--- config.mk ---
export PLATFORM = sky130hd
export DESIGN_NAME = strided_load_store_unit_flat
export DESIGN_NICKNAME = d
export VERILOG_FILES = /design/src/hdl/sls_pkg.sv /design/src/hdl/sls_if.sv /design/src/hdl/sls_csr.sv /design/src/hdl/sls_ctrl.sv /design/src/hdl/sls_rsp_reg.sv /design/src/hdl/strided_load_store_unit.sv /design/src/flat_wrapper.sv
export SDC_FILE = /design/constraint.sdc
export NUM_CORES = 1
export LEC_CHECK = 0
export BUFFER_PORTS_ARGS = -buffer_cell sky130_fd_sc_hd__buf_2
export CORE_UTILIZATION = 59
export DETAILED_ROUTE_END_ITERATION = 10
export GPL_ROUTABILITY_DRIVEN = 0
export PLACE_DENSITY = 0.95
export SYNTH_ARGS = -nofsm -noshare
export SYNTH_HDL_FRONTEND = slang
export SYNTH_SLANG_ARGS = --single-unit
--- constraint.sdc ---
create_clock -name clock -period 21.6 [get_ports clock]
set_input_delay 4.32 -clock clock [delete_from_list [all_inputs] [get_ports clock]]
set_output_delay 4.32 -clock clock [all_outputs]
set_load 0.005 [all_outputs]
--- src/hdl/sls_pkg.sv ---
`default_nettype none
// ----------------------------------------------------------------------------
// Strided load/store unit package
// Shared widths, codes, transaction and configuration types, helper functions.
// ----------------------------------------------------------------------------
package sls_pkg;

   localparam int ADDR_W     = 16;   // internal address register width
   localparam int COUNT_W    = 32;   // internal transfer counter width
   localparam int LEN_W      = 16;
   localparam int WORD_W     = 64;
   localparam int MASK_W     = 8;
   localparam int STRIDE_W   = 16;
   localparam int MODE_W     = 3;
   localparam int MEM_ADDR_W = 16;   // address field of a result
   localparam int CNT_OUT_W  = 32;   // counter fields of a result
   localparam int CSR_DATA_W = 16;   // widest register
   localparam int CSR_IDX_W  = 1;

   // access modes
   localparam logic [MODE_W-1:0] MODE_BCAST_BYTE = 3'd4;
   localparam logic [MODE_W-1:0] MODE_BCAST_HALF = 3'd5;
   localparam logic [MODE_W-1:0] MODE_BCAST_WORD = 3'd6;

   // byte masks per element size
   localparam logic [MASK_W-1:0] MASK_BYTE = 8'h01;
   localparam logic [MASK_W-1:0] MASK_HALF = 8'h03;
   localparam logic [MASK_W-1:0] MASK_WORD = 8'h0F;
   localparam logic [MASK_W-1:0] MASK_DBL  = 8'hFF;

   localparam logic [MODE_W-1:0]   MODE_RESET   = '0;
   localparam logic [STRIDE_W-1:0] STRIDE_RESET = STRIDE_W'(1);

   typedef enum logic [CSR_IDX_W-1:0] {
      CSR_ACCESS_MODE    = 1'b0,
      CSR_ELEMENT_STRIDE = 1'b1
   } csr_index_type;

   typedef enum logic [1:0] {
      PH_IDLE     = 2'd0,
      PH_PREFETCH = 2'd1,
      PH_BUSY     = 2'd2,
      PH_DONE     = 2'd3
   } phase_type;

   typedef struct packed {
      logic              load_address;
      logic              load_length;
      logic [LEN_W-1:0]  address_or_length;
      logic              start_req;
      logic              start_is_store;
      logic              store_valid;
      logic [WORD_W-1:0] store_word;
      logic              next_request;
      logic [WORD_W-1:0] memory_read_word;
      logic              clear_counters;
   } req_type;

   typedef struct packed {
      logic                  done_res;
      logic                  busy_res;
      logic                  mem_enable;
      logic                  mem_write;
      logic [MEM_ADDR_W-1:0] mem_address;
      logic [MASK_W-1:0]     mem_byte_mask;
      logic [WORD_W-1:0]     mem_write_word;
      logic [WORD_W-1:0]     load_word;
      logic                  load_valid;
      logic                  store_ready;
      logic [CNT_OUT_W-1:0]  stores_done_count;
      logic [CNT_OUT_W-1:0]  loads_done_count;
   } rsp_type;

   // decoded configuration handed from the register block to the controller
   typedef struct packed {
      logic [MODE_W-1:0]   mode;
      logic [STRIDE_W-1:0] byte_stride;
      logic [MASK_W-1:0]   byte_mask;
   } cfg_type;

   function automatic logic [MASK_W-1:0] mask_of(input logic [MODE_W-1:0] mode);
      logic [MASK_W-1:0] m;
      case (mode[1:0])
         2'd0:    m = MASK_BYTE;
         2'd1:    m = MASK_HALF;
         2'd2:    m = MASK_WORD;
         default: m = MASK_DBL;
      endcase
      return m;
   endfunction

   // replicate the element across the word in broadcast modes
   function automatic logic [WORD_W-1:0] expand_word(input logic [MODE_W-1:0] mode,
                                                     input logic [WORD_W-1:0] raw);
      logic [WORD_W-1:0] v;
      case (mode)
         MODE_BCAST_BYTE: v = {8{raw[7:0]}};
         MODE_BCAST_HALF: v = {4{raw[15:0]}};
         MODE_BCAST_WORD: v = {2{raw[31:0]}};
         default:         v = raw;
      endcase
      return v;
   endfunction

endpackage
`default_nettype wire

--- src/hdl/sls_if.sv ---
`default_nettype none
// ----------------------------------------------------------------------------
// Strided load/store unit channels
// Valid/ready channels carrying request and response transactions.
// ----------------------------------------------------------------------------
interface sls_req_if;
   logic            valid;
   logic            ready;
   sls_pkg::req_type payload;
   modport source (output valid, output payload, input ready);
   modport sink   (input valid, input payload, output ready);
endinterface

interface sls_rsp_if;
   logic            valid;
   logic            ready;
   sls_pkg::rsp_type payload;
   modport source (output valid, output payload, input ready);
   modport sink   (input valid, input payload, output ready);
endinterface
`default_nettype wire

--- src/hdl/sls_csr.sv ---
`default_nettype none
// ----------------------------------------------------------------------------
// Strided load/store unit registers
// Holds access mode and element stride; derives byte stride and byte mask.
// ----------------------------------------------------------------------------
module sls_csr (
   input  wire logic                           clock,
   input  wire logic                           reset,
   input  wire logic                           csr_we,
   input  wire logic [sls_pkg::CSR_IDX_W-1:0]  csr_index,
   input  wire logic [sls_pkg::CSR_DATA_W-1:0] csr_wdata,
   output sls_pkg::cfg_type                    cfg
);

   logic [sls_pkg::MODE_W-1:0]   mode_ff;
   logic [sls_pkg::STRIDE_W-1:0] stride_ff;
   logic [sls_pkg::STRIDE_W-1:0] stride_eff;

   always_ff @(posedge clock) begin
      if (reset) begin
         mode_ff   <= sls_pkg::MODE_RESET;
         stride_ff <= sls_pkg::STRIDE_RESET;
      end else if (csr_we) begin
         case (sls_pkg::csr_index_type'(csr_index))
            sls_pkg::CSR_ACCESS_MODE:    mode_ff   <= csr_wdata[sls_pkg::MODE_W-1:0];
            sls_pkg::CSR_ELEMENT_STRIDE: stride_ff <= csr_wdata[sls_pkg::STRIDE_W-1:0];
            default: ;
         endcase
      end
   end

   // zero stride counts as one element; product wraps to stride width
   assign stride_eff = (stride_ff == '0) ? sls_pkg::STRIDE_W'(1) : stride_ff;

   always_comb begin
      cfg.mode        = mode_ff;
      cfg.byte_stride = stride_eff << mode_ff[1:0];
      cfg.byte_mask   = sls_pkg::mask_of(mode_ff);
   end

endmodule
`default_nettype wire

--- src/hdl/sls_ctrl.sv ---
`default_nettype none
// ----------------------------------------------------------------------------
// Strided load/store unit controller
// Phase machine, address/length/counter state and per-transaction outputs.
// ----------------------------------------------------------------------------
module sls_ctrl (
   input  wire logic            clock,
   input  wire logic            reset,
   input  wire logic            accept,
   input  wire sls_pkg::req_type req,
   input  wire sls_pkg::cfg_type cfg,
   output sls_pkg::rsp_type     result
);

   sls_pkg::phase_type phase_ff, phase_in;
   logic [sls_pkg::ADDR_W-1:0]  base_ff, base_in, base_ld, base_adv;
   logic [sls_pkg::LEN_W-1:0]   rem_ff, rem_in, rem_ld;
   logic [sls_pkg::MASK_W-1:0]  mask_ff;
   logic                        dir_ff, dir_in;
   logic [sls_pkg::COUNT_W-1:0] sc_ff, sc_in, lc_ff, lc_in;
   logic                        store_fire, load_fire, load_dec, rem_left;
   logic                        en, wr;
   logic [sls_pkg::ADDR_W-1:0]  addr;
   logic [sls_pkg::MASK_W-1:0]  msk;

   // same-transaction loads of base and length are visible immediately
   assign base_ld  = req.load_address ? sls_pkg::ADDR_W'(req.address_or_length) : base_ff;
   assign rem_ld   = req.load_length ? req.address_or_length : rem_ff;
   assign base_adv = base_ld + sls_pkg::ADDR_W'(cfg.byte_stride);

   assign store_fire = (phase_ff == sls_pkg::PH_BUSY) && dir_ff && (rem_ld != '0)
                       && req.store_valid;
   assign load_fire  = (phase_ff == sls_pkg::PH_BUSY) && !dir_ff && req.next_request;
   assign load_dec   = load_fire && (rem_ld != '0);

   assign rem_in   = (store_fire || load_dec) ? rem_ld - sls_pkg::LEN_W'(1) : rem_ld;
   assign rem_left = (rem_in != '0);
   assign base_in  = ((store_fire || load_dec) && rem_left) ? base_adv : base_ld;

   assign sc_in = req.clear_counters ? '0 : sc_ff + sls_pkg::COUNT_W'(store_fire);
   assign lc_in = req.clear_counters ? '0 : lc_ff + sls_pkg::COUNT_W'(load_fire);

   // next phase and direction
   always_comb begin
      phase_in = phase_ff;
      dir_in   = dir_ff;
      case (phase_ff)
         sls_pkg::PH_IDLE: begin
            if (req.start_req) begin
               if (rem_ld == '0) begin
                  phase_in = sls_pkg::PH_DONE;
               end else begin
                  dir_in   = req.start_is_store;
                  phase_in = req.start_is_store ? sls_pkg::PH_BUSY : sls_pkg::PH_PREFETCH;
               end
            end
         end
         sls_pkg::PH_PREFETCH: phase_in = sls_pkg::PH_BUSY;
         sls_pkg::PH_BUSY: begin
            if (!rem_left) phase_in = sls_pkg::PH_DONE;
         end
         default: begin
            phase_in = sls_pkg::PH_IDLE;
            dir_in   = 1'b0;
         end
      endcase
   end

   // memory access for this transaction
   always_comb begin
      en   = 1'b0;
      wr   = 1'b0;
      addr = base_ff;
      msk  = mask_ff;
      case (phase_ff)
         sls_pkg::PH_PREFETCH: en = 1'b1;
         sls_pkg::PH_BUSY: begin
            if (store_fire) begin
               en  = 1'b1;
               wr  = 1'b1;
               msk = cfg.byte_mask;
            end else if (load_dec && rem_left) begin
               en   = 1'b1;
               addr = base_adv;
               msk  = cfg.byte_mask;
            end
         end
         default: ;
      endcase
   end

   always_comb begin
      result.done_res          = (phase_ff == sls_pkg::PH_DONE);
      result.busy_res          = (phase_ff == sls_pkg::PH_BUSY) && dir_ff;
      result.mem_enable        = en;
      result.mem_write         = wr;
      result.mem_address       = sls_pkg::MEM_ADDR_W'(addr);
      result.mem_byte_mask     = msk;
      result.mem_write_word    = store_fire ? req.store_word : '0;
      result.load_word         = sls_pkg::expand_word(cfg.mode, req.memory_read_word);
      result.load_valid        = (phase_ff == sls_pkg::PH_BUSY) && !dir_ff;
      result.store_ready       = (phase_ff == sls_pkg::PH_BUSY) && dir_ff && (rem_ld != '0);
      result.stores_done_count = sls_pkg::CNT_OUT_W'(sc_in);
      result.loads_done_count  = sls_pkg::CNT_OUT_W'(lc_in);
   end

   always_ff @(posedge clock) begin
      if (reset) begin
         phase_ff <= sls_pkg::PH_IDLE;
         base_ff  <= '0;
         rem_ff   <= '0;
         mask_ff  <= '0;
         dir_ff   <= 1'b0;
         sc_ff    <= '0;
         lc_ff    <= '0;
      end else if (accept) begin
         phase_ff <= phase_in;
         base_ff  <= base_in;
         rem_ff   <= rem_in;
         mask_ff  <= cfg.byte_mask;
         dir_ff   <= dir_in;
         sc_ff    <= sc_in;
         lc_ff    <= lc_in;
      end
   end

   a_done_to_idle: assert property (@(posedge clock) disable iff (reset)
      accept && phase_ff == sls_pkg::PH_DONE |=> phase_ff == sls_pkg::PH_IDLE && !dir_ff)
      else $error("done phase did not return to idle");

   a_prefetch_to_busy: assert property (@(posedge clock) disable iff (reset)
      accept && phase_ff == sls_pkg::PH_PREFETCH |=> phase_ff == sls_pkg::PH_BUSY && !dir_ff)
      else $error("prefetch did not enter load busy phase");

   a_write_only_store: assert property (@(posedge clock) disable iff (reset)
      result.mem_write |-> result.mem_enable && dir_ff && phase_ff == sls_pkg::PH_BUSY)
      else $error("memory write outside store busy phase");

   a_load_count: assert property (@(posedge clock) disable iff (reset)
      accept && load_fire && !req.clear_counters
      |=> lc_ff == $past(lc_ff) + sls_pkg::COUNT_W'(1))
      else $error("load counter did not advance");

endmodule
`default_nettype wire

--- src/hdl/sls_rsp_reg.sv ---
`default_nettype none
// ----------------------------------------------------------------------------
// Strided load/store unit response register
// Holds one result transaction; frees itself as the receiver takes it.
// ----------------------------------------------------------------------------
module sls_rsp_reg (
   input  wire logic            clock,
   input  wire logic            reset,
   input  wire logic            load,
   input  wire sls_pkg::rsp_type data,
   output logic                 room,
   output logic                 rsp_valid,
   input  wire logic            rsp_ready,
   output sls_pkg::rsp_type     rsp_data
);

   logic             valid_ff, valid_in;
   sls_pkg::rsp_type data_ff;

   assign room     = !valid_ff || rsp_ready;
   assign valid_in = load || (valid_ff && !rsp_ready);

   always_ff @(posedge clock) begin
      if (reset) begin
         valid_ff <= 1'b0;
      end else begin
         valid_ff <= valid_in;
      end
   end

   always_ff @(posedge clock) begin
      if (load) begin
         data_ff <= data;
      end
   end

   assign rsp_valid = valid_ff;
   assign rsp_data  = data_ff;

endmodule
`default_nettype wire

--- src/hdl/strided_load_store_unit.sv ---
`default_nettype none
// ----------------------------------------------------------------------------
// Strided load/store unit
// Per-clock controller driving a data memory port with strided accesses.
// ----------------------------------------------------------------------------
// Usage:
//   req_chan carries one transaction of controls per step: base/length load,
//   start, store-side offer, load-side advance, memory read data, counter
//   clear. rsp_chan returns exactly one result transaction per request with
//   the memory command, store/load handshakes, done/busy and both counters.
//   csr_we/csr_index/csr_wdata write access mode (index 0) and element
//   stride (index 1); write them only while no transaction is in flight.
//   An accepted request has its result registered in the response register,
//   valid from the next cycle. Throughput is one transaction per cycle while
//   there is room; the phase machine and counters update in a single pass.
//   A full response register that the receiver is not taking lowers
//   req_chan.ready, and the request side waits; as the receiver takes the
//   result, a new request is accepted in the same cycle.
//   Synchronous reset returns to idle, clears base, length, mask, counters,
//   sets access mode 0 and element stride 1, and empties the response.
// ----------------------------------------------------------------------------
module strided_load_store_unit (
   input  wire logic                           clock,
   input  wire logic                           reset,
   sls_req_if.sink                             req_chan,
   sls_rsp_if.source                           rsp_chan,
   input  wire logic                           csr_we,
   input  wire logic [sls_pkg::CSR_IDX_W-1:0]  csr_index,
   input  wire logic [sls_pkg::CSR_DATA_W-1:0] csr_wdata
);

   sls_pkg::cfg_type cfg;
   sls_pkg::rsp_type result;
   logic             room;
   logic             accept;

   assign req_chan.ready = room;
   assign accept         = req_chan.valid && room;

   sls_csr u_csr (
      .clock     (clock),
      .reset     (reset),
      .csr_we    (csr_we),
      .csr_index (csr_index),
      .csr_wdata (csr_wdata),
      .cfg       (cfg)
   );

   sls_ctrl u_ctrl (
      .clock  (clock),
      .reset  (reset),
      .accept (accept),
      .req    (req_chan.payload),
      .cfg    (cfg),
      .result (result)
   );

   sls_rsp_reg u_rsp (
      .clock     (clock),
      .reset     (reset),
      .load      (accept),
      .data      (result),
      .room      (room),
      .rsp_valid (rsp_chan.valid),
      .rsp_ready (rsp_chan.ready),
      .rsp_data  (rsp_chan.payload)
   );

endmodule
`default_nettype wire
--- src/flat_wrapper.sv ---
// flat-port wrapper written by rule: the top's interface ports become plain ports
module strided_load_store_unit_flat 
  (clock, reset, csr_we, csr_index, csr_wdata, req_chan_valid, req_chan_payload, req_chan_ready, rsp_chan_valid, rsp_chan_payload, rsp_chan_ready);
  sls_req_if req_chan_i ();
  sls_rsp_if rsp_chan_i ();
  input  wire logic clock;
  input  wire logic reset;
  input  wire logic csr_we;
  input  wire logic [sls_pkg::CSR_IDX_W-1:0] csr_index;
  input  wire logic [sls_pkg::CSR_DATA_W-1:0] csr_wdata;
  input wire logic [$bits(req_chan_i.valid)-1:0] req_chan_valid;
  input wire logic [$bits(req_chan_i.payload)-1:0] req_chan_payload;
  output wire logic [$bits(req_chan_i.ready)-1:0] req_chan_ready;
  output wire logic [$bits(rsp_chan_i.valid)-1:0] rsp_chan_valid;
  output wire logic [$bits(rsp_chan_i.payload)-1:0] rsp_chan_payload;
  input wire logic [$bits(rsp_chan_i.ready)-1:0] rsp_chan_ready;
  assign req_chan_i.valid = req_chan_valid;
  assign req_chan_i.payload = req_chan_payload;
  assign req_chan_ready = req_chan_i.ready;
  assign rsp_chan_valid = rsp_chan_i.valid;
  assign rsp_chan_payload = rsp_chan_i.payload;
  assign rsp_chan_i.ready = rsp_chan_ready;
  strided_load_store_unit u_core (.clock(clock), .reset(reset), .req_chan(req_chan_i), .rsp_chan(rsp_chan_i), .csr_we(csr_we), .csr_index(csr_index), .csr_wdata(csr_wdata));
endmodule
==> results of run 1 <==
[power by group through the flow]
stage               registers (W)  logic (W)  clock network [W]
CTS                      0.000746   0.000175           0.000638
global placement         0.000758   0.000165                  0
finish                   0.000747   0.000180           0.000631
floorplan                0.000761   0.000101                  0
detailed placement       0.000760   0.000173                  0
global route             0.000749   0.000192           0.000661
[Yosys cell counts, types with 4 or more instances]
cell type,instances
a21oi_1,127
nor2_1,129
buf_4,5
or3_1,13
o21ai_0,76
mux2_2,50
or2_2,4
and2_1,77
a211oi_1,5
and4_1,5
nand4_1,18
nor3b_1,4
clkbuf_1,80
o21a_1,4
nor2b_1,10
mux2_1,9
edfxtp_1,218
buf_1,11
o211ai_1,5
mux4_2,12
nand2b_1,5
mux2i_1,36
a31oi_1,23
nor3_1,31
a21o_1,5
a22o_1,9
and3_1,21
xor2_1,33
xnor2_1,39
o22ai_1,25
dfxtp_1,123
nor4_1,19
a22oi_1,7
nand3_1,44
inv_1,18
ha_1,26
nand2_1,242
[per-stage QoR]
stage	power (W)	instances
after floorplan	0.0008620	1627
after global placement	0.0009234	2306
final	0.001557	2374
after detailed placement	0.0009327	2306
after CTS	0.001560	2372
after global routing	0.001603	2374
[metal layers]
layer | vias to the layer above | track usage, % | share of wire [%]
met5 | - | 0 | 0.070
li1 | 6547 | - | -
met3 | 209 | 8.189 | 12
met1 | 6932 | 40.28 | 36
met2 | 1105 | 53.75 | 48
met4 | 4 | 11.91 | 4.1
[kinds of logic after synthesis]
family / after synthesis / share of synthesized area [%]
buffers and inverters: 120 / 3.038
and+or+nand+nor: 641 / 18.35
muxes: 110 / 7.976
AOI/OAI and AO/OA: 316 / 11.21
adders and majority gates: 27 / 2.055
DFF: 341 / 53.62
xor gates and xnor gates: 72 / 3.753
[how the worst max path moves through the flow]
stage,startpoint,endpoint,slack [ns],cells after the start
2_1_floorplan,rsp_chan_ready,u_core.u_rsp.rsp_data[0],9.84,5
3_3_place_gp,req_chan_payload[149],u_core.u_ctrl.sc_ff[31],11.59,16
3_5_place_dp,req_chan_payload[149],u_core.u_ctrl.sc_ff[31],11.35,16
4_1_cts,req_chan_payload[149],u_core.u_ctrl.sc_ff[31],11.87,16
5_1_grt,req_chan_payload[149],u_core.u_ctrl.sc_ff[31],11.28,16
6_report,req_chan_payload[149],u_core.u_ctrl.sc_ff[31],11.68,16
[state kept, by name (all words and copies together) (netlist names)]
name / count
u_core.u_csr.mode_ff: 3
u_core.u_ctrl.lc_ff: 32
u_core.u_ctrl.mask_ff: 4
u_core.u_ctrl.rem_ff: 16
u_core.u_csr.stride_ff: 16
u_core.u_rsp.rsp_data: 218
u_core.u_ctrl.phase_ff: 2
u_core.u_ctrl.base_ff: 16
u_core.u_ctrl.dir_ff: 1
u_core.u_ctrl.sc_ff: 32
u_core.u_rsp.rsp_valid: 1
[critical path, delay by kind of cell]
| kind | cells | cell delay [ns] |
|---|---|---|
| and+or+nand+nor | 10 | 3.85 |
| adders and majority gates | 2 | 0.64 |
| muxes | 1 | 0.33 |
| AOI/OAI and AO/OA | 2 | 0.34 |
| buffers and inverters | 1 | 0.76 |
[final cells by class]
| type | count | area, um^2 | area share, % |
|---|---|---|---|
| Antenna cell | 2 | 5.005 | 0.02491 |
| Clock buffer | 54 | 1052 | 5.238 |
| Clock inverter | 12 | 150.1 | 0.7474 |
| Inverter | 18 | 75.07 | 0.3737 |
| Multi-Input combinational cell | 1166 | 7286 | 36.27 |
| Sequential cell | 341 | 9011 | 44.86 |
| Tap cell | 378 | 473.0 | 2.354 |
| Timing Repair Buffer | 403 | 2037 | 10.14 |
==> summary.md, run 1 <==
| Metric | Value |
|---|---|
| Worst hold path class | reg -> reg |
| Num rows | 61 |
| Share of layout cells above drive strength 1 | 27.13% |
| H-tree levels | 2 |
| Sequential-to-total area share from yosys stat | 53.62% |
| Distinct cells, synth | 77 |
| Post-route ant nets | 0 |
| Initial antenna violation count | 4 |
| Die H | 170.8 um |
| CTS tree | done |
| Synth top area share | between 30% and 40% |
| Hold path startpoint | u_core.u_ctrl.mask_ff[3] |
| Flop pwr share | 48.0% |
| Final period util | 45.92% |
| Critical Path Fanout Max | 66 |
| Clk sinks | 341 |
| Largest net degree at the start of global routing | about 170 |
| CTS Buffer Depth | 3 |
| Combinational share of power | a little under an eighth |
| Synthesis-to-finish area growth | 19.57% |
| First-pass GRT wire length | ~74 mm |
| DP Wirelength | 33.05 mm |
| Status | finished clean |
| EDFF count, synth | ~220 |
| Port bufs | between 300 and 400 |
| Actual slew at the worst max-slew pin | 1.192 ns |
| Setup crit end kind | flip-flop |
| Reg2Reg Setup Slack | 16.03 ns |
| # Post-CTS Setup Buffers | 0 |
| Clk network pwr share | 40.5% |
| Setup violations, final | 0 |
| Hold-critical path depth | 2 |
| Hold Path End | u_core.u_ctrl.mask_ff[3] |
| Filler instances | 1872 |
| Pre-CTS WS | 11.35 ns |
| CTS Hold Bufs | 0 |
| Average wire per cell in the routed design | 20.57 um |
| Fmax | 100.8 MHz |
| CP startpoint kind | input pin |
| Final design utilization | 71.92% |
| NetSw | 0.0003829 W |
| PwrDens | 77.51 mW/mm^2 |
| Global-route usage over all layers | 32.21% |
| Die footprint | roughly 0.029 mm^2 |
| Clock root cell | clkbuf_16 |
| Commonest non-fill, non-tap cell in the layout | buf_2 |
| Die width | 170.8 um |
| Hold Violations, Final | 0 |
| Worst Path Required | 21.98 ns |
| Reg-to-Reg Start | u_core.u_ctrl.rem_ff[0] |
| Top_reg_cell synth | edfxtp_1 |
| Critical-path cell list | buf_2 -> mux2i_1 -> ha_1 -> nor4b_1 -> or2_1 -> nand4_1 -> and3_2 -> ha_1 -> nand4_1 -> or3_1 -> nor4_1 -> and3_1 -> and4_1 -> o21ai_0 -> a22oi_1 -> nor2_1 |
| Design Area, Final | 0.02009 mm^2 |
| RSZ-0062 raised after global routing | no |
| IO Count | 397 |
| Cells after Synth | 1627 |
| Post-Syn Area | approximately 0.017 mm^2 |
| Leakage power | 7.932 nW |
| 1st-pass router iterations | 8 |
| Via count | between 10000 and 15000 |
| Number of global-route vias before repair | around 14000 |
| Via density | 6.233 |
| Synth area leader | edfxtp_1 |
| Post-cts repair resize count | 0 |
| Synth warnings | 0 |
| Syn Nets | about 1800 |
| #FFs+latches synth | 341 |
| # DRC | 0 |
| Max-Cap Viols | 0 |
| Worst path slowest cell | and3_2 |
| Slowest cell delay on critical path | approximately 0.9 ns |
| Final setup TNS | 0 ns |
| Post-route setup slack | 11.68 ns |
| Fin nets | 2167 |
| Internal Pwr Total | 0.001174 W |
| Rel. slew slack | 20.55% |
| Tmin final | 9.920 ns |
| FF-to-FF End | u_core.u_ctrl.sc_ff[31] |
| 1st-iter DRT viols | 1959 |
| Core Region | roughly 0.028 mm^2 |
| Initial core utilization | between 60% and 70% |
| Max-slew violations | 0 |
| Critical path type | in -> reg |
| Hold Slack | 0.4588 ns |
| Arrival @ worst endpoint | just over 10 ns |
| R2R cell count | 15 |
| Top cells by area, synth | edfxtp_1 39%, dfxtp_1 15%, nand2_1 5.4% |
| Worst-path clk slew | 0.06 ns |
| Commonest cells after routing, fill and taps aside | 395 x buf_2, 241 x nand2_1, 218 x edfxtp_1, 129 x nor2_1, 127 x a21oi_1 |
| Post-Place Cell Area | 0.01888 mm^2 |
| Ys async rst share | 0% |
| Worst-Skew Late Latency | 0.51 ns |
| GRT overflow | 0 |
| Synthesized area per cell | 10.33 um^2 |
| Routed wire length | 48.83 mm |
| CTS Buf Count | 37 |
| Max Clock Skew | 0.01734 ns |
| Worst vdd ir | 50.05 uV |
| Switching fraction of total power | between 20% and 30% |
No activity file was read; power rests on OpenSTA's default activity.
==> run 2, diff against run 1 <==
--- a/config.mk
+++ b/config.mk
@@ -6,10 +6,10 @@
 export NUM_CORES = 1
 export LEC_CHECK = 0
 export BUFFER_PORTS_ARGS = -buffer_cell sky130_fd_sc_hd__buf_2
-export CORE_UTILIZATION = 59
+export CORE_UTILIZATION = 49
 export DETAILED_ROUTE_END_ITERATION = 10
 export GPL_ROUTABILITY_DRIVEN = 0
-export PLACE_DENSITY = 0.95
+export PLACE_DENSITY = 0.87
 export SYNTH_ARGS = -nofsm -noshare
 export SYNTH_HDL_FRONTEND = slang
 export SYNTH_SLANG_ARGS = --single-unit
==> constraint.sdc (replaced) <==
create_clock -name clock -period 8.4 [get_ports clock]
set_input_delay 1.68 -clock clock [delete_from_list [all_inputs] [get_ports clock]]
set_output_delay 1.68 -clock clock [all_outputs]
set_load 0.005 [all_outputs]
==> run 2 against run 1 <==
  * Non-clock buffer count up 3
  * Critical endpoint unchanged
  * Final cell count is 3.2% higher
  * Global-route usage decreased by 5.9 points
  * Utilization fell by 11 points
  * Via count decreased by 3.0%
  * Flip-flop and latch count unchanged
  * Clock power grew to 2.7 times the previous value
  * Register-to-register slack worse by 13 ns
  * Critical path type unchanged
  * Clock-buffer cell count shrank 6
  * First-iteration DRC count down 29%
  * Die area up 20%
  * Critical path depth unchanged
==> summary.md, run 2 (synthesis gave the netlist of run 1 again) <==
| Metric | Value |
|---|---|
| Status | finished clean |
| CTS Hold Bufs | 0 |
| RSZ-0062 raised after global routing | no |
| Final period util | 73.73% |
| Setup violations, final | 0 |
| Rel. slew slack | 15.42% |
| 1st-iter DRT viols | 1395 |
| CP startpoint kind | input pin |
| Die width | 187.2 um |
| Reg2Reg Setup Slack | about 3.2 ns |
| Initial antenna violation count | 3 |
| Share of layout cells above drive strength 1 | 27.84% |
| Clock root cell | clkbuf_16 |
| Routed wire length | 48.20 mm |
| Post-Place Cell Area | 0.01899 mm^2 |
| IO Count | between 300 and 400 |
| Actual slew at the worst max-slew pin | 1.269 ns |
| # DRC | 0 |
| Num rows | 67 |
| Worst-path clk slew | 0.06 ns |
| Commonest cells after routing, fill and taps aside | 395 x buf_2, 241 x nand2_1, 218 x edfxtp_1, 128 x nor2_1, 127 x a21oi_1 |
| Final design utilization | 60.43% |
| Largest net degree at the start of global routing | 188 |
| Clk sinks | 341 |
| Core Region | 0.03362 mm^2 |
| Max Clock Skew | 0.01659 ns |
| Via density | 5.854 |
| Critical Path Fanout Max | 66 |
| FF-to-FF End | u_core.u_ctrl.sc_ff[31] |
| CTS tree | done |
| Filler instances | between 2000 and 3000 |
| Hold Path End | u_core.u_ctrl.mask_ff[6] |
| Number of global-route vias before repair | between 10000 and 15000 |
| Critical path type | in -> reg |
| Post-cts repair resize count | 0 |
| DP Wirelength | between 30 and 40 mm |
| Arrival @ worst endpoint | 6.58 ns |
| Setup crit end kind | flip-flop |
| Worst vdd ir | between 150 and 200 uV |
| Initial core utilization | 49.98% |
| Reg-to-Reg Start | u_core.u_ctrl.rem_ff[0] |
| Commonest non-fill, non-tap cell in the layout | buf_2 |
| H-tree levels | 2 |
| Fin nets | 2171 |
| CTS Buffer Depth | 3 |
| Hold path startpoint | u_core.u_ctrl.mask_ff[6] |
| Die footprint | 0.03503 mm^2 |
| Hold-critical path depth | 2 |
| Synthesis-to-finish area growth | 20.90% |
| Final setup TNS | 0 ns |
| Leakage power | 8.005 nW |
| Average wire per cell in the routed design | 19.66 um |
| First-pass GRT wire length | 73.93 mm |
| Hold Violations, Final | 0 |
| # Post-CTS Setup Buffers | 0 |
| GRT overflow | 0 |
| Tot Pwr | 0.004096 W |
| Via count | 14350 |
| Post-route ant nets | 0 |
| CTS Buf Count | 38 |
| Worst Path Required | between 8 and 9 ns |
| 1st-pass router iterations | 7 |
| Worst-Skew Late Latency | approximately 0.53 ns |
| Port bufs | 396 |
| Die H | 187.2 um |
| Design Area, Final | 0.02031 mm^2 |
| PwrDens | 201.6 mW/mm^2 |
| Global-route usage over all layers | 26.35% |
| Max-slew violations | 0 |
| Max FFs per register | 218 |
| R2R cell count | 16 |
| Max-Cap Viols | 0 |
| Tmin final | ~6.2 ns |
| Fmax | approximately 160 MHz |
| Worst hold path class | reg -> reg |
run 2: cell types whose count changed in the layout (fill, tap and decap cells not counted), sizes merged:
cell / delta
buf: +3
clkinv: +6
inv: +5
clkbuf: -6
bufinv: -1
run 2: how the worst max path moves through the flow:
stage | from | to | slack (ns) | cells after the start
final | req_chan_payload[149] | u_core.u_ctrl.sc_ff[31] | 2.21 | 16
after CTS | req_chan_payload[149] | u_core.u_ctrl.sc_ff[31] | 2.30 | 16
after floorplan | req_chan_payload[149] | u_core.u_ctrl.sc_ff[31] | 1.74 | 23
after global placement | req_chan_payload[149] | u_core.u_ctrl.sc_ff[31] | 1.92 | 16
after global routing | req_chan_payload[149] | u_core.u_ctrl.sc_ff[31] | 1.77 | 16
after detailed placement | req_chan_payload[149] | u_core.u_ctrl.sc_ff[31] | 1.76 | 16
run 2: cell type report:
type                            count  area, um^2  share of cell area [%]
Antenna cell                        2       5.005                 0.02464
Clock buffer                       48        1104                   5.433
Clock inverter                     22       210.2                   1.035
Inverter                           18       75.07                  0.3696
Multi-Input combinational cell   1166        7288                   35.88
Sequential cell                   341        9011                   44.36
Tap cell                          448       560.5                   2.759
Timing Repair Buffer              406        2059                   10.14
run 2: metal layers:
layer | global-route usage (%) | wire (um) | vias up
met4 | 10.56 | 1905 | 4
met2 | 42.85 | 22820 | 853
met3 | 5.666 | 4527 | 160
met5 | 0 | 27 | -
li1 | - | - | 6585
met1 | 34.26 | 18910 | 6746
run 2: through the flow:
stage,setup WS (ns),hold WS [ns],instances
2_1_floorplan,1.742,0.4312,1627
3_3_place_gp,1.917,0.4417,2379
3_5_place_dp,1.758,0.4543,2379
4_1_cts,2.297,0.4677,2449
5_1_grt,1.775,0.4800,2450
6_report,2.207,0.4626,2451
run 2: report_power, final:
group	internal (W)	switching, W
combinational	0.000184	0.000276
sequential	0.00187	0.0000471
clock	0.00101	0.000710
run 2: worst max-delay path: stages:
cell and delay (ns):
buf_2 0.15, buf_4 0.47, nor4b_1 0.15, or2_1 0.30, nand4_1 0.11, buf_4 0.21
and3_2 0.85, ha_1 0.35, nand4_1 0.12, or3_1 0.40, nor4_1 0.66, and3_1 0.41
and4_1 0.29, o21ai_0 0.09, a22oi_1 0.24, nor2_1 0.05
==> run 3, diff against run 2 <==
--- a/config.mk
+++ b/config.mk
@@ -6,10 +6,10 @@
 export NUM_CORES = 1
 export LEC_CHECK = 0
 export BUFFER_PORTS_ARGS = -buffer_cell sky130_fd_sc_hd__buf_2
-export CORE_UTILIZATION = 49
+export CORE_UTILIZATION = 54
 export DETAILED_ROUTE_END_ITERATION = 10
 export GPL_ROUTABILITY_DRIVEN = 0
-export PLACE_DENSITY = 0.87
+export PLACE_DENSITY = 0.9
 export SYNTH_ARGS = -nofsm -noshare
 export SYNTH_HDL_FRONTEND = slang
 export SYNTH_SLANG_ARGS = --single-unit
==> constraint.sdc (replaced) <==
create_clock -name clock -period 5.7 [get_ports clock]
set_input_delay 1.14 -clock clock [delete_from_list [all_inputs] [get_ports clock]]
set_output_delay 1.14 -clock clock [all_outputs]
set_load 0.005 [all_outputs]
==> run 3 against run 2 <==
  * Total power increased by 42%
  * Utilization increased by 5.5 points
  * Die area decreased by 9.2%
  * Via count increased by 0.38%
  * Setup slack got worse by 1.1 ns
  * Wire length decreased by 2.6%
  * Clock power increased by 35%
  * Clock-buffer cell count increased by 5
  * Non-clock buffer count increased by 7
  * Flip-flop and latch count unchanged
  * Combinational power increased by 49%
  * Design area decreased by 0.71%
  * Largest power group unchanged
==> summary.md, run 3 (synthesis gave the netlist of run 1 again) <==
| Metric | Value |
|---|---|
| Status | finished clean |
| M1 wire length | 17.73 mm |
| Actual slew at the worst max-slew pin | 0.9405 ns |
| Combinational share of power | between 10% and 20% |
| Clock root cell | clkbuf_16 |
| Reg2Reg Setup Slack | around 1.5 ns |
| Via count | 14400 |
| Worst-Skew Late Latency | 0.52 ns |
| CTS Buffer Depth | 3 |
| Die footprint | roughly 0.032 mm^2 |
| Share of layout cells above drive strength 1 | 27.79% |
| Worst vdd ir | 230.4 uV |
| Max-Cap Viols | 0 |
| Synthesis-to-finish area growth | 20.04% |
| First-pass GRT wire length | 70.00 mm |
| Worst hold path class | reg -> reg |
| Met3 wire len | 4.930 mm |
| Worst Path Required | 6.08 ns |
| Num rows | 64 |
| CP startpoint kind | input pin |
| Initial core utilization | 54.92% |
| CTS Hold Bufs | 0 |
| Clk network pwr share | between 30% and 40% |
| Final period util | 81.30% |
| DP Wirelength | 32.36 mm |
| Switching fraction of total power | 24.71% |
| Filler instances | 2278 |
| H-tree levels | 2 |
| Core Region | around 0.03 mm^2 |
| Flop pwr share | 48.4% |
| # Post-CTS Setup Buffers | 0 |
| Fin nets | ~2200 |
| GRT overflow | 0 |
| Max Clock Skew | 0.01294 ns |
| Commonest cells after routing, fill and taps aside | 395 x buf_2, 241 x nand2_1, 218 x edfxtp_1, 129 x nor2_1, 127 x a21oi_1 |
| 1st-iter DRT viols | 1494 |
| # DRC | 0 |
| Hold Violations, Final | 0 |
| Leakage power | 7.988 nW |
| Design Area, Final | 0.02017 mm^2 |
| Arrival @ worst endpoint | 5.01 ns |
| Critical Path Fanout Max | 52 |
| Clk sinks | 341 |
| Final setup TNS | 0 ns |
| Average wire per cell in the routed design | slightly below 20 um |
| Internal Pwr Total | 0.004379 W |
| Post-cts repair resize count | 0 |
| Post-Place Cell Area | 0.01900 mm^2 |
| Non-Filler Instances | 2402 |
| Port bufs | about 400 |
| Die H | about 180 um |
| Critical path type | in -> reg |
| Global-route usage over all layers | between 20% and 30% |
| NetSw | 0.001437 W |
| Number of global-route vias before repair | about 13000 |
| Post-route ant nets | 0 |
| Rel. slew slack | 37.30% |
| 1st-pass router iterations | 9 |
| Via density | 5.996 |
| RSZ-0062 raised after global routing | no |
| Fmax | approximately 220 MHz |
| Die width | 178.4 um |
| CTS Buf Count | 36 |
| Routed wire length | 46.95 mm |
| PwrDens | 288.3 mW/mm^2 |
| CTS tree | done |
| Max-slew violations | 0 |
| R2R cell count | 12 |
| Tot Pwr | just under 0.006 W |
| Setup crit end kind | flip-flop |
| Initial antenna violation count | 3 |
| Uppermost layer routed | met5 |
| Hold-critical path depth | 2 |
| Max FFs per register | 218 |
| Largest net degree at the start of global routing | approximately 140 |
| Setup violations, final | 0 |
| IO Count | 397 |
| Commonest non-fill, non-tap cell in the layout | buf_2 |
| Worst-path clk slew | 0.06 ns |
| Met2 wire length | between 20 and 25 mm |
| Placed cells | 2334 |
| Tmin final | 4.634 ns |
[run 3: cell count changes in the layout (fill, tap and decap cells not counted), sizes merged]
| cell | delta |
|---|---|
| buf | +7 |
| bufinv | -1 |
| clkbuf | +5 |
| clkinv | -3 |
| clkinvlp | -2 |
| inv | -3 |
[run 3: metrics by stage]
step | hold WS, ns | setup slack (ns) | util [%]
2_1_floorplan | 0.4312 | 0.07069 | -
3_3_place_gp | 0.4425 | 0.8470 | 62.11
3_5_place_dp | 0.4461 | 0.7036 | 62.11
4_1_cts | 0.4546 | 1.185 | 65.92
5_1_grt | 0.4705 | 0.8359 | 65.92
6_report | 0.4533 | 1.066 | 65.93
[run 3: critical path, stage by stage]
cell and delay, ns:
buf_2 0.14, buf_4 0.47, mux2i_1 0.30, o211a_1 0.22, nand4_1 0.14, and3_2 0.23
ha_1 0.19, nand4_1 0.13, or3_1 0.43, nor4_2 0.44, and3_1 0.39, and4_1 0.31
o21ai_0 0.11, a22oi_1 0.26, nor2_1 0.07
[run 3: power by group through the flow]
stage                     clock [W]  combinational [W]  sequential [W]
after floorplan                   0           0.000384         0.00287
after global placement            0           0.000646         0.00286
after detailed placement          0           0.000671         0.00286
after CTS                   0.00234           0.000674         0.00281
after global routing        0.00244           0.000742         0.00282
final                       0.00232           0.000686         0.00281
[run 3: area by class of cell]
class / count / area (um^2) / area share [%]
sequential: 341 / 9011 / 44.68
multi-input combinational: 1166 / 7292 / 36.16
timing repair buffer: 413 / 2125 / 10.53
clock buffer: 53 / 1067 / 5.292
tap: 396 / 495.5 / 2.457
clock inverter: 13 / 97.59 / 0.4839
inverter: 18 / 75.07 / 0.3722
antenna: 2 / 5.005 / 0.02482
[run 3: per-layer routing]
| layer | vias to the layer above | GRT usage [%] |
|---|---|---|
| li1 | 6585 | - |
| met1 | 6774 | 35.79 |
| met2 | 898 | 46.22 |
| met3 | 143 | 6.351 |
| met4 | 2 | 9.463 |
| met5 | - | 0 |
[run 3: path summary, 6_finish.rpt]
| kind | start | endpoint |
|---|---|---|
| worst max-delay path | req_chan_payload[149] | u_core.u_ctrl.sc_ff[31] |
| worst min-delay path | u_core.u_ctrl.mask_ff[3] | u_core.u_ctrl.mask_ff[3] |
| worst max register to register | u_core.u_csr.mode_ff[1] | u_core.u_rsp.rsp_data[217] |
| worst min register to register | u_core.u_ctrl.mask_ff[3] | u_core.u_ctrl.mask_ff[3] |
